===== src/hw/rtl/msf_time_code_modulator_assert.svh =====
// assertion macros used by the msf time-code modulator rtl
// depends on signals named clock and reset in the module that includes it
`ifndef MSF_TIME_CODE_MODULATOR_ASSERT_SVH
`define MSF_TIME_CODE_MODULATOR_ASSERT_SVH

// same-cycle implication, checked outside reset
`define MSF_ASSERT_NOW(label, ante, cons, msg) \
   label: assert property (@(posedge clock) disable iff (reset) (ante) |-> (cons)) \
      else $error(msg);

// next-cycle implication, checked outside reset
`define MSF_ASSERT_NEXT(label, ante, cons, msg) \
   label: assert property (@(posedge clock) disable iff (reset) (ante) |=> (cons)) \
      else $error(msg);

`endif


===== src/hw/rtl/msf_tcm_pkg.sv =====
// types, constants and helpers of the msf time-code modulator
// no dependencies
`timescale 1ns / 1ps

package msf_tcm_pkg;

   // operation codes of an input beat
   localparam logic OP_LOAD     = 1'b0;
   localparam logic OP_MODULATE = 1'b1;

   localparam int unsigned FRAME_BITS = 60;

   // fixed minute marker in the low eight bits of the a frame
   localparam logic [7:0] MARKER_BITS = 8'h7E;

   // segment lengths in ms
   localparam logic [8:0] SYNC_MS = 9'd500;
   localparam logic [8:0] BIT_MS  = 9'd100;
   localparam logic [8:0] HOLD_MS = 9'd0;

   // last second of the minute, maps second to frame bit position
   localparam logic [5:0] SEC_LAST = 6'd59;

   // b frame bit of the summer-time flag
   localparam int unsigned SUMMER_POS = 59 - 58;

   // captured work for one modulation beat
   typedef struct packed {
      logic sync;
      logic a_bit;
      logic b_bit;
   } job_type;

   // handshake view of the sequencer towards the top level
   typedef struct packed {
      logic take_ready;
   } seq_status_type;

   // two bcd digits, tens digit modulo ten; input below 128
   function automatic logic [7:0] bcd2(input logic [6:0] v);
      logic [14:0] prod;
      logic [3:0]  tens;
      logic [3:0]  tens_mod;
      logic [6:0]  tens_x10;
      logic [6:0]  ones;
      prod     = 15'(v) * 15'd205;
      tens     = prod[14:11];
      tens_x10 = 7'(tens) * 7'd10;
      ones     = v - tens_x10;
      tens_mod = (tens >= 4'd10) ? tens - 4'd10 : tens;
      return {tens_mod, ones[3:0]};
   endfunction

endpackage


===== src/hw/rtl/msf_tcm_frame_store.sv =====
// a and b frame registers: encoding on load and per-second bit lookup
// depends on msf_tcm_pkg
`timescale 1ns / 1ps

module msf_tcm_frame_store (
   input  logic                         clock,
   input  logic                         reset,
   input  logic                         load_en,
   input  logic [6:0]                   year_of_century,
   input  logic [3:0]                   month,
   input  logic [4:0]                   day_of_month,
   input  logic [2:0]                   weekday,
   input  logic [4:0]                   hour,
   input  logic [5:0]                   minute,
   input  logic                         summer_time,
   input  logic [5:0]                   second,
   output msf_tcm_pkg::job_type         job
);
   import msf_tcm_pkg::*;

   logic [FRAME_BITS-1:0] frame_a_ff, frame_a_in;
   logic [FRAME_BITS-1:0] frame_b_ff, frame_b_in;
   logic [7:0] year_bcd, month_bcd, day_bcd, wday_bcd, hour_bcd, min_bcd;
   logic [5:0] pos;
   logic       in_frame;

   // bcd digits of each time field
   always_comb begin
      year_bcd  = bcd2(year_of_century);
      month_bcd = bcd2(7'(month));
      day_bcd   = bcd2(7'(day_of_month));
      wday_bcd  = bcd2(7'(weekday));
      hour_bcd  = bcd2(7'(hour));
      min_bcd   = bcd2(7'(minute));
   end

   // a frame layout and odd-parity b frame
   always_comb begin
      frame_a_in        = '0;
      frame_a_in[7:0]   = MARKER_BITS;
      frame_a_in[14:8]  = min_bcd[6:0];
      frame_a_in[20:15] = hour_bcd[5:0];
      frame_a_in[23:21] = wday_bcd[2:0];
      frame_a_in[29:24] = day_bcd[5:0];
      frame_a_in[34:30] = month_bcd[4:0];
      frame_a_in[42:35] = year_bcd;

      frame_b_in             = '0;
      frame_b_in[5]          = ~^frame_a_in[42:35];
      frame_b_in[4]          = ~^frame_a_in[34:24];
      frame_b_in[3]          = ~^frame_a_in[23:21];
      frame_b_in[2]          = ~^frame_a_in[20:8];
      frame_b_in[SUMMER_POS] = summer_time;
   end

   always_ff @(posedge clock) begin
      if (reset) begin
         frame_a_ff <= '0;
         frame_b_ff <= '0;
      end else if (load_en) begin
         frame_a_ff <= frame_a_in;
         frame_b_ff <= frame_b_in;
      end
   end

   // bits of the requested second from the frames as they stand now
   always_comb begin
      pos       = SEC_LAST - second;
      in_frame  = (second != 6'd0) && (second <= SEC_LAST);
      job.sync  = (second == 6'd0);
      job.a_bit = in_frame & frame_a_ff[pos];
      job.b_bit = in_frame & frame_b_ff[pos];
   end

endmodule


===== src/hw/rtl/msf_tcm_seg_sequencer.sv =====
// job register and result register: steps one second through its segments
// depends on msf_tcm_pkg and msf_time_code_modulator_assert.svh
`timescale 1ns / 1ps

module msf_tcm_seg_sequencer (
   input  logic                         clock,
   input  logic                         reset,
   input  logic                         job_take,
   input  msf_tcm_pkg::job_type         job_new,
   output msf_tcm_pkg::seq_status_type  status,
   output logic                         rsp_valid,
   input  logic                         rsp_ready,
   output logic                         rsp_carrier_high,
   output logic [8:0]                   rsp_duration_ms,
   output logic                         rsp_last_segment
);
   import msf_tcm_pkg::*;
   `include "msf_time_code_modulator_assert.svh"

   // segment codes
   localparam logic [1:0] SEG_LEAD = 2'd0;
   localparam logic [1:0] SEG_A    = 2'd1;
   localparam logic [1:0] SEG_B    = 2'd2;
   localparam logic [1:0] SEG_TAIL = 2'd3;

   logic       job_valid_ff, job_valid_in;
   job_type    job_ff, job_in;
   logic [1:0] seg_ff, seg_in;
   logic       rsp_valid_ff, rsp_valid_in;
   logic       carrier_ff, carrier_in;
   logic [8:0] dur_ff, dur_in;
   logic       last_ff, last_in;
   logic       job_advance;
   logic       job_last;

   assign job_advance       = job_valid_ff && (!rsp_valid_ff || rsp_ready);
   assign job_last          = (seg_ff == SEG_TAIL);
   assign status.take_ready = !job_valid_ff || (job_advance && job_last);

   // segment contents of the current step
   always_comb begin
      carrier_in = 1'b1;
      dur_in     = HOLD_MS;
      last_in    = 1'b0;
      unique case (seg_ff)
         SEG_LEAD: begin
            carrier_in = 1'b0;
            dur_in     = job_ff.sync ? SYNC_MS : BIT_MS;
         end
         SEG_A: begin
            carrier_in = !job_ff.a_bit;
            dur_in     = BIT_MS;
         end
         SEG_B: begin
            carrier_in = !job_ff.b_bit;
            dur_in     = BIT_MS;
         end
         SEG_TAIL: begin
            carrier_in = 1'b1;
            dur_in     = HOLD_MS;
            last_in    = 1'b1;
         end
         default: begin
            carrier_in = 1'b1;
         end
      endcase
   end

   // job and step counter
   always_comb begin
      job_valid_in = job_valid_ff;
      job_in       = job_ff;
      seg_in       = seg_ff;
      if (job_advance) begin
         if (job_last) begin
            job_valid_in = 1'b0;
         end else if (job_ff.sync) begin
            seg_in = SEG_TAIL;
         end else begin
            seg_in = seg_ff + 2'd1;
         end
      end
      if (job_take) begin
         job_valid_in = 1'b1;
         job_in       = job_new;
         seg_in       = SEG_LEAD;
      end
   end

   // result beat register
   always_comb begin
      rsp_valid_in = rsp_valid_ff;
      if (job_advance) begin
         rsp_valid_in = 1'b1;
      end else if (rsp_ready) begin
         rsp_valid_in = 1'b0;
      end
   end

   always_ff @(posedge clock) begin
      if (reset) begin
         job_valid_ff <= 1'b0;
         seg_ff       <= SEG_LEAD;
         rsp_valid_ff <= 1'b0;
      end else begin
         job_valid_ff <= job_valid_in;
         seg_ff       <= seg_in;
         rsp_valid_ff <= rsp_valid_in;
      end
   end

   always_ff @(posedge clock) begin
      job_ff <= job_in;
      if (job_advance) begin
         carrier_ff <= carrier_in;
         dur_ff     <= dur_in;
         last_ff    <= last_in;
      end
   end

   assign rsp_valid        = rsp_valid_ff;
   assign rsp_carrier_high = carrier_ff;
   assign rsp_duration_ms  = dur_ff;
   assign rsp_last_segment = last_ff;

   // checks
   `MSF_ASSERT_NOW(a_take_only_when_free, job_take, status.take_ready,
      "new job taken while a second is still in progress")
   `MSF_ASSERT_NEXT(a_job_held_until_tail, job_advance && !job_last && !job_take,
      job_valid_ff, "job dropped before its final segment")
   `MSF_ASSERT_NEXT(a_stall_holds_step, job_valid_ff && rsp_valid_ff && !rsp_ready,
      $stable(seg_ff) && $stable(dur_ff), "segment step moved while result stalled")

endmodule


===== src/hw/rtl/msf_time_code_modulator.sv =====
// top level of the msf time-code modulator
// depends on msf_tcm_pkg, msf_tcm_frame_store and msf_tcm_seg_sequencer
//
//   channel   direction  beat contents
//   req_      in         operation, time fields, summer_time, second
//   rsp_      out        carrier_high, duration_ms, last_segment
//
// a load beat updates the frames and gives no result
// a second beat gives 2 segments (second 0) or 4, one per cycle while the result
// is not stalled, the single result register stepping through them
// the next beat is taken in the cycle its predecessor's last segment is issued
// reset clears the frames to zero and empties the job and result registers
// a stalled result holds the segment step; loads still wait for the job slot
`timescale 1ns / 1ps

module msf_time_code_modulator (
   input  logic       clock,
   input  logic       reset,
   input  logic       req_valid,
   output logic       req_ready,
   input  logic       req_operation,
   input  logic [6:0] req_year_of_century,
   input  logic [3:0] req_month,
   input  logic [4:0] req_day_of_month,
   input  logic [2:0] req_weekday,
   input  logic [4:0] req_hour,
   input  logic [5:0] req_minute,
   input  logic       req_summer_time,
   input  logic [5:0] req_second,
   output logic       rsp_valid,
   input  logic       rsp_ready,
   output logic       rsp_carrier_high,
   output logic [8:0] rsp_duration_ms,
   output logic       rsp_last_segment
);
   import msf_tcm_pkg::*;

   seq_status_type status;
   job_type        job_new;
   logic           req_beat;
   logic           load_en;
   logic           job_take;

   // beat decode
   assign req_ready = status.take_ready;
   assign req_beat  = req_valid && req_ready;
   assign load_en   = req_beat && (req_operation == OP_LOAD);
   assign job_take  = req_beat && (req_operation == OP_MODULATE);

   msf_tcm_frame_store u_frames (
      .clock           (clock),
      .reset           (reset),
      .load_en         (load_en),
      .year_of_century (req_year_of_century),
      .month           (req_month),
      .day_of_month    (req_day_of_month),
      .weekday         (req_weekday),
      .hour            (req_hour),
      .minute          (req_minute),
      .summer_time     (req_summer_time),
      .second          (req_second),
      .job             (job_new)
   );

   msf_tcm_seg_sequencer u_seq (
      .clock            (clock),
      .reset            (reset),
      .job_take         (job_take),
      .job_new          (job_new),
      .status           (status),
      .rsp_valid        (rsp_valid),
      .rsp_ready        (rsp_ready),
      .rsp_carrier_high (rsp_carrier_high),
      .rsp_duration_ms  (rsp_duration_ms),
      .rsp_last_segment (rsp_last_segment)
   );

endmodule


===== config.mk =====
export PLATFORM = sky130hd
export DESIGN_NAME = msf_time_code_modulator
export DESIGN_NICKNAME = d
export VERILOG_FILES = /design/src/hw/rtl/msf_tcm_pkg.sv /design/src/hw/rtl/msf_tcm_frame_store.sv /design/src/hw/rtl/msf_tcm_seg_sequencer.sv /design/src/hw/rtl/msf_time_code_modulator.sv
export VERILOG_INCLUDE_DIRS = /design/src /design/src/hw/rtl
export SDC_FILE = /design/constraint.sdc
export NUM_CORES = 1
export LEC_CHECK = 0
export BUFFER_PORTS_ARGS = -buffer_cell sky130_fd_sc_hd__buf_2
export CAP_MARGIN = 20
export CELL_PAD_IN_SITES_DETAIL_PLACEMENT = 1
export CELL_PAD_IN_SITES_GLOBAL_PLACEMENT = 1
export CORE_MARGIN = 1.5
export CORE_UTILIZATION = 40
export DETAILED_ROUTE_END_ITERATION = 8
export PLACE_DENSITY_LB_ADDON = 0.1
export RECOVER_POWER = 50
export SETUP_SLACK_MARGIN = 0.02
export SYNTH_ARGS = -nofsm -noshare
export SYNTH_HDL_FRONTEND = slang
export SYNTH_SLANG_ARGS = --single-unit

===== constraint.sdc =====
create_clock -name clock -period 12.4 [get_ports clock]
set_input_delay 1.24 -clock clock [delete_from_list [all_inputs] [get_ports clock]]
set_output_delay 1.24 -clock clock [all_outputs]
set_load 0.01 [all_outputs]

==> impl_metrics.csv, run 1 <==
group,metric,value,unit
clock_tree,htree_levels,2,
worst_hold_path,holdCritStartpoint,"u_frames.frame_a_ff[8]$_SDFFE_PP0P_",
floorplan,die_area,15500,µm²
timing,timing.final.crit_share,48.8,%
worst_setup_path,crit_arrival,6.13,ns
worst_setup_path,r2r_slack,10.17,ns
grt,grt_pass1_vias,4952,
clock_tree,cts_tree,"yes",
worst_setup_path,required,12.49,ns
routing,met1_length,6080,µm
grt,grt_max_degree,51,
routing,finalWirelength,13000,µm
run,cap_violations,1,
worst_setup_path,startpoint,"req_year_of_century[4]",
timing,post-route-min-period,6.05,ns
clock_tree,clk_path_buf_depth,2,
worst_hold_path,holdPathEnd,"u_frames.frame_a_ff[8]$_SDFFE_PP0P_",
routing,dr.pass1.iters,4,
synth,synth.avg_cell_area,9.10,µm²
power,power_leakage,3.09,nW
routing,ant_nets,0,
power,seq_power_share,24.3,%
status,outcome,"complete, but fails checks",
timing,worst_pin_slew,2.12,ns
final_layout,drive_above_1_share,11.8,%
synth,yosys.cell_types.count,65,
power,power_density,125,nW/µm²
clock_tree,clock-root-buffer,"clkbuf_16",
synth,yosysTopAreaCellShare,28.4,%
timing,hold_violations,0,
clock_tree,cts.sinks,52,
grt,antenna_found_initial,0,
routing,drcViolationCount,0,
synth,synth-edff-count,7,
power,p_clk_share,17.6,%
floorplan,io_pins,55,
timing,fin_skew,0.00704,ns
routing,wl_met3,194,µm
worst_hold_path,whs_path_depth,2,
worst_setup_path,rr_worst_depth,7,
final_layout,diodes,0,
routing,drt_iter0_drc,101,
power,combPwrFrac,58.1,%
synth,netlist_instances,648,
clock_tree,clk_latency,0.29,ns
final_layout,final_nets,881,
routing,vias,4522,
power,ir_drop,0.0563,mV
synth,yosysTopAreaCell,"ha_1",
synth,ys_ff_latch,52,
worst_setup_path,critPathMaxFanout,5,
routing,wl_per_cell,15.0,µm
floorplan,start_util,40.7,%
clock_tree,post_cts_buffers,0,
final_layout,fillerInstances,1702,
worst_hold_path,hold_path_class,"flip-flop to flip-flop",
worst_setup_path,rr_endpoint,"u_frames.frame_a_ff[41]$_SDFFE_PP0P_",
synth,syn_area,5890,µm²
clock_tree,cts_resized,0,
floorplan,dieHeight,124,µm
clock_tree,clk_pin_slew,0.07,ns
synth,ys_warn_count,0,
placed_design,port_buffers,51,
power,internal_power,484,µW
power,switching_share,39.7,%
timing,slew_headroom,-41.1,%
synth,ys.flop_type,"dfxtp_1",
worst_setup_path,worst-setup-path-type,"input pin to flip-flop",
worst_setup_path,endpoint_kind,"flip-flop",
routing,top_layer,"met4",
grt,overflow,0,
synth,synthTopCellsByCount,"ha_1 (134), inv_1 (88), nand2_1 (60)",
routing,via_per_inst,5.21,
timing,tns,0,ns
floorplan,row_count,44,
worst_setup_path,r2r-start,"u_seq.seg_ff[1]$_SDFFE_PP0P_",
synth,ys_seq_area_share,18.8,%
floorplan,die_w,124,µm
power,netSwitchingPower,318,µW
timing,setup_viol,0,
placed_design,place_congestion,0.832,
status,failed_checks,"capacitance limit, slew limit",
worst_setup_path,worstSetupStartpointType,"input pin",
timing,whs,0.455,ns
synth,yosysMostFrequentCell,"ha_1",
clock_tree,cts_buffers,5,
timing,grt_setup_unrepaired,"no",
synth,postSynth.asyncResetShare,0,%
placed_design,hpwl,10900,µm
grt,track_usage,17.5,%
floorplan,core,14500,µm²
grt,grt_pass1_wl,22800,µm
timing,max_freq,165,MHz
timing,slew_viol_final,47,
routing,met2_length,6570,µm
clock_tree,cts_hold_buf,0,
synth,synthTopCellsByArea,"ha_1 (28%), dfxtp_1 (15%), fa_1 (7.5%)",
final_layout,area_growth,8.94,%
-- logic make-up (layout without fill, tap and decap cells) --
family	Yosys count	count (layout)	synth area share (%)
fa+ha+maj	156	156	35.9
simple gates	147	147	11.4
buf+inv	115	149	7.90
compound gates	110	110	12.6
xor+xnor	52	52	8.77
flops	52	52	18.8
mux	15	15	4.56
other cells	1	3	0.0636
-- layer usage --
metal	global-route usage, %	vias to the layer above
met5	0	-
met4	3.45	0
met3	1.46	10
met2	32.4	42
met1	22.2	2193
li1	-	2277
-- sequential cells by signal, indices dropped and copies added, names as in the netlist --
register                count
u_frames.frame_b_ff         5
u_seq.rsp_duration_ms       2
u_seq.rsp_carrier_high      1
u_seq.rsp_valid             1
u_seq.job_valid_ff          1
u_seq.rsp_last_segment      1
u_seq.job_ff                3
u_frames.frame_a_ff        36
u_seq.seg_ff                2
-- layout by cell type, fill, tap and decap left out, types with 4 or more instances in the layout --
master     count
ha_1         134
inv_1         88
nand2_1       60
a21oi_1       47
dfxtp_1       45
xnor2_1       40
buf_2         40
nor2_1        39
fa_1          22
a211oi_1      12
clkbuf_1      11
o21ai_0        9
mux4_2         9
nor3_1         8
nand3_1        7
xor2_1         7
edfxtp_1       7
nor2b_1        6
or2_2          5
clkbuf_16      5
o21ai_1        4
o21a_1         4
o211ai_1       4
mux2_2         4
-- worst max-delay path, stage by stage --
cell and delay [ns]:
buf_2 0.13, ha_1 0.32, inv_1 0.06, fa_1 0.50
inv_1 0.04, ha_1 0.26, inv_1 0.05, fa_1 0.50
inv_1 0.04, ha_1 0.26, nand3_1 0.07, a211o_2 0.35
a32oi_2 0.20, xor2_1 0.41, inv_2 0.09, ha_1 0.33
xnor2_1 0.29, o21ai_0 0.12, a311oi_1 0.25, nor3_1 0.10
o22a_2 0.23, xnor2_1 0.18, a211oi_2 0.08
-- per-stage QoR --
| stage | cells | total power [mW] | utilization, % | cell area [µm²] | setup WS, ns |
|---|---|---|---|---|---|
| 2_1_floorplan | 650 | 0.571 | - | 5900 | 6.66 |
| 3_3_place_gp | 859 | 0.652 | 43.3 | 6260 | 6.14 |
| 3_5_place_dp | 859 | 0.669 | 43.3 | 6260 | 6.05 |
| 4_1_cts | 867 | 0.815 | 44.3 | 6410 | 6.34 |
| 5_1_grt | 868 | 0.880 | 44.3 | 6420 | 5.94 |
| 6_report | 868 | 0.802 | 44.3 | 6420 | 6.35 |
-- power by group through the flow --
| stage | Clock [mW] | Combinational [mW] | Sequential [mW] |
|---|---|---|---|
| after floorplan | 0 | 0.375 | 0.196 |
| after global placement | 0 | 0.454 | 0.198 |
| after detailed placement | 0 | 0.470 | 0.199 |
| after CTS | 0.144 | 0.475 | 0.196 |
| after global routing | 0.153 | 0.530 | 0.197 |
| final | 0.141 | 0.466 | 0.195 |
-- area by class of cell --
cell class                      count  area (µm²)  share of cell area [%]
Sequential cell                    52        1110                    17.3
Clock inverter                      3        26.3                   0.409
Tap cell                          184         230                    3.59
Clock buffer                        5         125                    1.95
Inverter                           89         334                    5.20
Multi-Input combinational cell    483        4330                    67.5
Timing Repair Buffer               52         262                    4.07
-- how the worst max path moves through the flow --
stage / depth (start not counted) / slack (ns) / to
floorplan: 22 / 6.66 / u_frames.frame_b_ff[5]$_SDFFE_PP0P_
finish: 23 / 6.35 / u_frames.frame_b_ff[5]$_SDFFE_PP0P_
detailed placement: 23 / 6.05 / u_frames.frame_b_ff[5]$_SDFFE_PP0P_
CTS: 23 / 6.34 / u_frames.frame_b_ff[5]$_SDFFE_PP0P_
global placement: 23 / 6.14 / u_frames.frame_b_ff[5]$_SDFFE_PP0P_
global route: 21 / 5.94 / u_frames.frame_b_ff[5]$_SDFFE_PP0P_
Power figures use the tool's default switching activity.
==> run 2, diff against run 1 <==
==> constraint.sdc (replaced) <==
create_clock -name clock -period 5.38 [get_ports clock]
set_input_delay 0.538 -clock clock [delete_from_list [all_inputs] [get_ports clock]]
set_output_delay 0.538 -clock clock [all_outputs]
set_load 0.01 [all_outputs]
==> run 2 against run 1 <==
Sequential share of layout area decreased by 0.077 points. Total power rose by 130%. Combinational power increased by 140%. Largest power group unchanged. The flow now finishes without violations. Count of clock-buffer cells in the layout stayed put. Register-to-register slack worse by 7.0 ns. Global-route usage is 0.16 points higher.
==> impl_metrics.csv, run 2 (synthesis gave the netlist of run 1 again) <==
group,metric,value,unit
status,outcome,"complete, no violations",
clock_tree,clk_latency,0.29,ns
worst_setup_path,cp_common_cell,"xnor2_1",
timing,max_freq,199,MHz
placed_design,place_congestion,0.811,
power,switching_share,39.4,%
power,internal_power,1.14,mW
power,power_density,292,nW/µm²
routing,drt_iter0_drc,100,
final_layout,largestRegisters,"u_frames.frame_a_ff x36, u_frames.frame_b_ff x5, u_seq.job_ff x3",
worst_setup_path,required,5.53,ns
power,netSwitchingPower,742,µW
floorplan,die_w,124,µm
grt,track_usage,17.7,%
worst_setup_path,path_cells,"buf_2 -> inv_1 -> ha_1 -> fa_1 -> fa_1 -> inv_1 -> ha_1 -> a2111oi_0 -> o21ai_1 -> a211oi_1 -> o32a_1 -> ha_1 -> inv_1 -> fa_1 -> xnor2_1 -> xnor2_1 -> xnor2_1 -> xnor2_1 -> xnor3_1 -> nand2_1 -> a21oi_1",
clock_tree,clk_pin_slew,0.08,ns
final_layout,layout_common_cells,"ha_1 (134), inv_1 (88), nand2_1 (60)",
timing,slew_viol_final,0,
worst_setup_path,worstSetupStartpointType,"input pin",
final_layout,diodes,0,
timing,fin_skew,0.00569,ns
routing,via_per_inst,5.18,
timing,grt_setup_unrepaired,"no",
worst_setup_path,crit_arrival,5.17,ns
grt,use_met1,21.9,%
timing,hold_violations,0,
clock_tree,clock-root-buffer,"clkbuf_16",
timing,setup_viol,0,
final_layout,multi_input_area,4330,µm²
final_layout,top_register,"u_frames.frame_a_ff",
grt,overflow,0,
clock_tree,cts_tree,"yes",
worst_setup_path,critical_path.max_stage_delay,0.52,ns
power,power_leakage,3.11,nW
worst_setup_path,endpoint_kind,"flip-flop",
worst_setup_path,path_delay_family,"adder cells",
grt,grt_max_degree,51,
floorplan,die_area,15500,µm²
worst_hold_path,hold_path_class,"flip-flop to flip-flop",
final_layout,area_growth,9.42,%
power,seq_power_share,23.8,%
grt,grt_pass1_vias,4951,
clock_tree,cts_buffers,5,
timing,slew_headroom,21.7,%
timing,timing.final.ws_setup,0.358,ns
placed_design,pre_cts_ws,-0.0565,ns
final_layout,drive_above_1_share,12.4,%
power,ir_drop,0.153,mV
routing,drcViolationCount,0,
grt,grt_pass1_wl,23100,µm
worst_setup_path,worst-setup-path-type,"input pin to flip-flop",
final_layout,largest_reg_flops,36,
timing,worst_pin_slew,1.17,ns
timing,post-route-min-period,5.02,ns
floorplan,io_pins,55,
worst_setup_path,path_buf_inv,4,
floorplan,start_util,40.7,%
clock_tree,cts.sinks,52,
final_layout,ff_latch_area,1110,µm²
power,p_clk_share,17.3,%
final_layout,final_nets,885,
floorplan,dieHeight,124,µm
floorplan,row_count,44,
worst_setup_path,critPathMaxFanout,4,
placed_design,port_buffers,51,
routing,wl_per_cell,15.0,µm
final_layout,layout_commonest_cell,"ha_1",
timing,timing.final.crit_share,93.3,%
grt,antenna_found_initial,0,
clock_tree,clk_path_buf_depth,2,
final_layout,fillerInstances,1700,
power,combPwrFrac,58.8,%
run,cap_violations,0,
routing,dr.pass1.iters,4,
routing,vias,4513,
worst_setup_path,r2r_slack,3.21,ns
worst_setup_path,slowest_stage,"fa_1",
clock_tree,htree_levels,2,
floorplan,core,14500,µm²
grt,grt_util_met3,1.59,%
routing,ant_nets,0,
routing,finalWirelength,13100,µm
grt,top_usage_layer,"met2",
power,fin_total_pwr,1.88,mW
grt,grtUsageMet2,33.5,%
placed_design,hpwl,10700,µm
## run 2: cell types whose count changed in the layout (fill, tap and decap cells not counted), sizes merged
cell / change
clkinv: -2
clkinvlp: +1
inv: +1
buf: +4
## run 2: timing repair
item	in CTS	in global routing
hold buffers	0	0
resized for setup	0	1
setup buffers	0	0
endpoints found under the setup margin	0	1
## run 2: cell type report
| type | instances | area share [%] |
|---|---|---|
| tap | 184 | 3.57 |
| timing repair buffer | 56 | 4.52 |
| clock buffer | 5 | 1.94 |
| multi-input combinational | 483 | 67.2 |
| clock inverter | 3 | 0.388 |
| sequential | 52 | 17.2 |
| inverter | 89 | 5.18 |
## run 2: path summary, 6_finish.rpt
path | to | from | cells past startpoint
setup / recovery | u_frames.frame_b_ff[2]$_SDFFE_PP0P_ | req_minute[4] | 21
hold / removal | u_frames.frame_b_ff[2]$_SDFFE_PP0P_ | u_frames.frame_b_ff[2]$_SDFFE_PP0P_ | 2
setup reg to reg | u_frames.frame_a_ff[41]$_SDFFE_PP0P_ | u_seq.seg_ff[0]$_SDFFE_PP0P_ | 7
hold reg to reg | u_frames.frame_b_ff[2]$_SDFFE_PP0P_ | u_frames.frame_b_ff[2]$_SDFFE_PP0P_ | 2
## run 2: routing by layer
metal / up-vias / wire [µm]
met3: 7 / 185
met2: 39 / 6700
met5: - / 0
li1: 2287 / -
met4: 0 / 91
met1: 2180 / 6090
## run 2: per-stage QoR
| step | instance area [µm²] | instances | setup TNS (ns) | utilization [%] | hold slack, ns |
|---|---|---|---|---|---|
| floorplan | 5900 | 650 | 0 | - | 0.428 |
| global placement | 6290 | 863 | 0 | 43.5 | 0.437 |
| detailed placement | 6290 | 863 | -0.0565 | 43.5 | 0.444 |
| CTS | 6440 | 871 | 0 | 44.5 | 0.456 |
| global route | 6450 | 872 | 0 | 44.5 | 0.479 |
| finish | 6450 | 872 | 0 | 44.5 | 0.455 |
## run 2: power by group through the flow
stage | combinational [mW] | clock (mW) | sequential (mW)
2_1_floorplan | 0.863 | 0 | 0.452
3_3_place_gp | 1.08 | 0 | 0.456
3_5_place_dp | 1.11 | 0 | 0.458
4_1_cts | 1.12 | 0.335 | 0.449
5_1_grt | 1.26 | 0.352 | 0.453
6_report | 1.11 | 0.327 | 0.449
## run 2: worst min-delay path, delay by kind of cell (launching register included)
| family | cells | cell delay (ns) |
|---|---|---|
| simple gates | 1 | 0.05 |
| flops | 1 | 0.31 |
| compound gates | 1 | 0.05 |
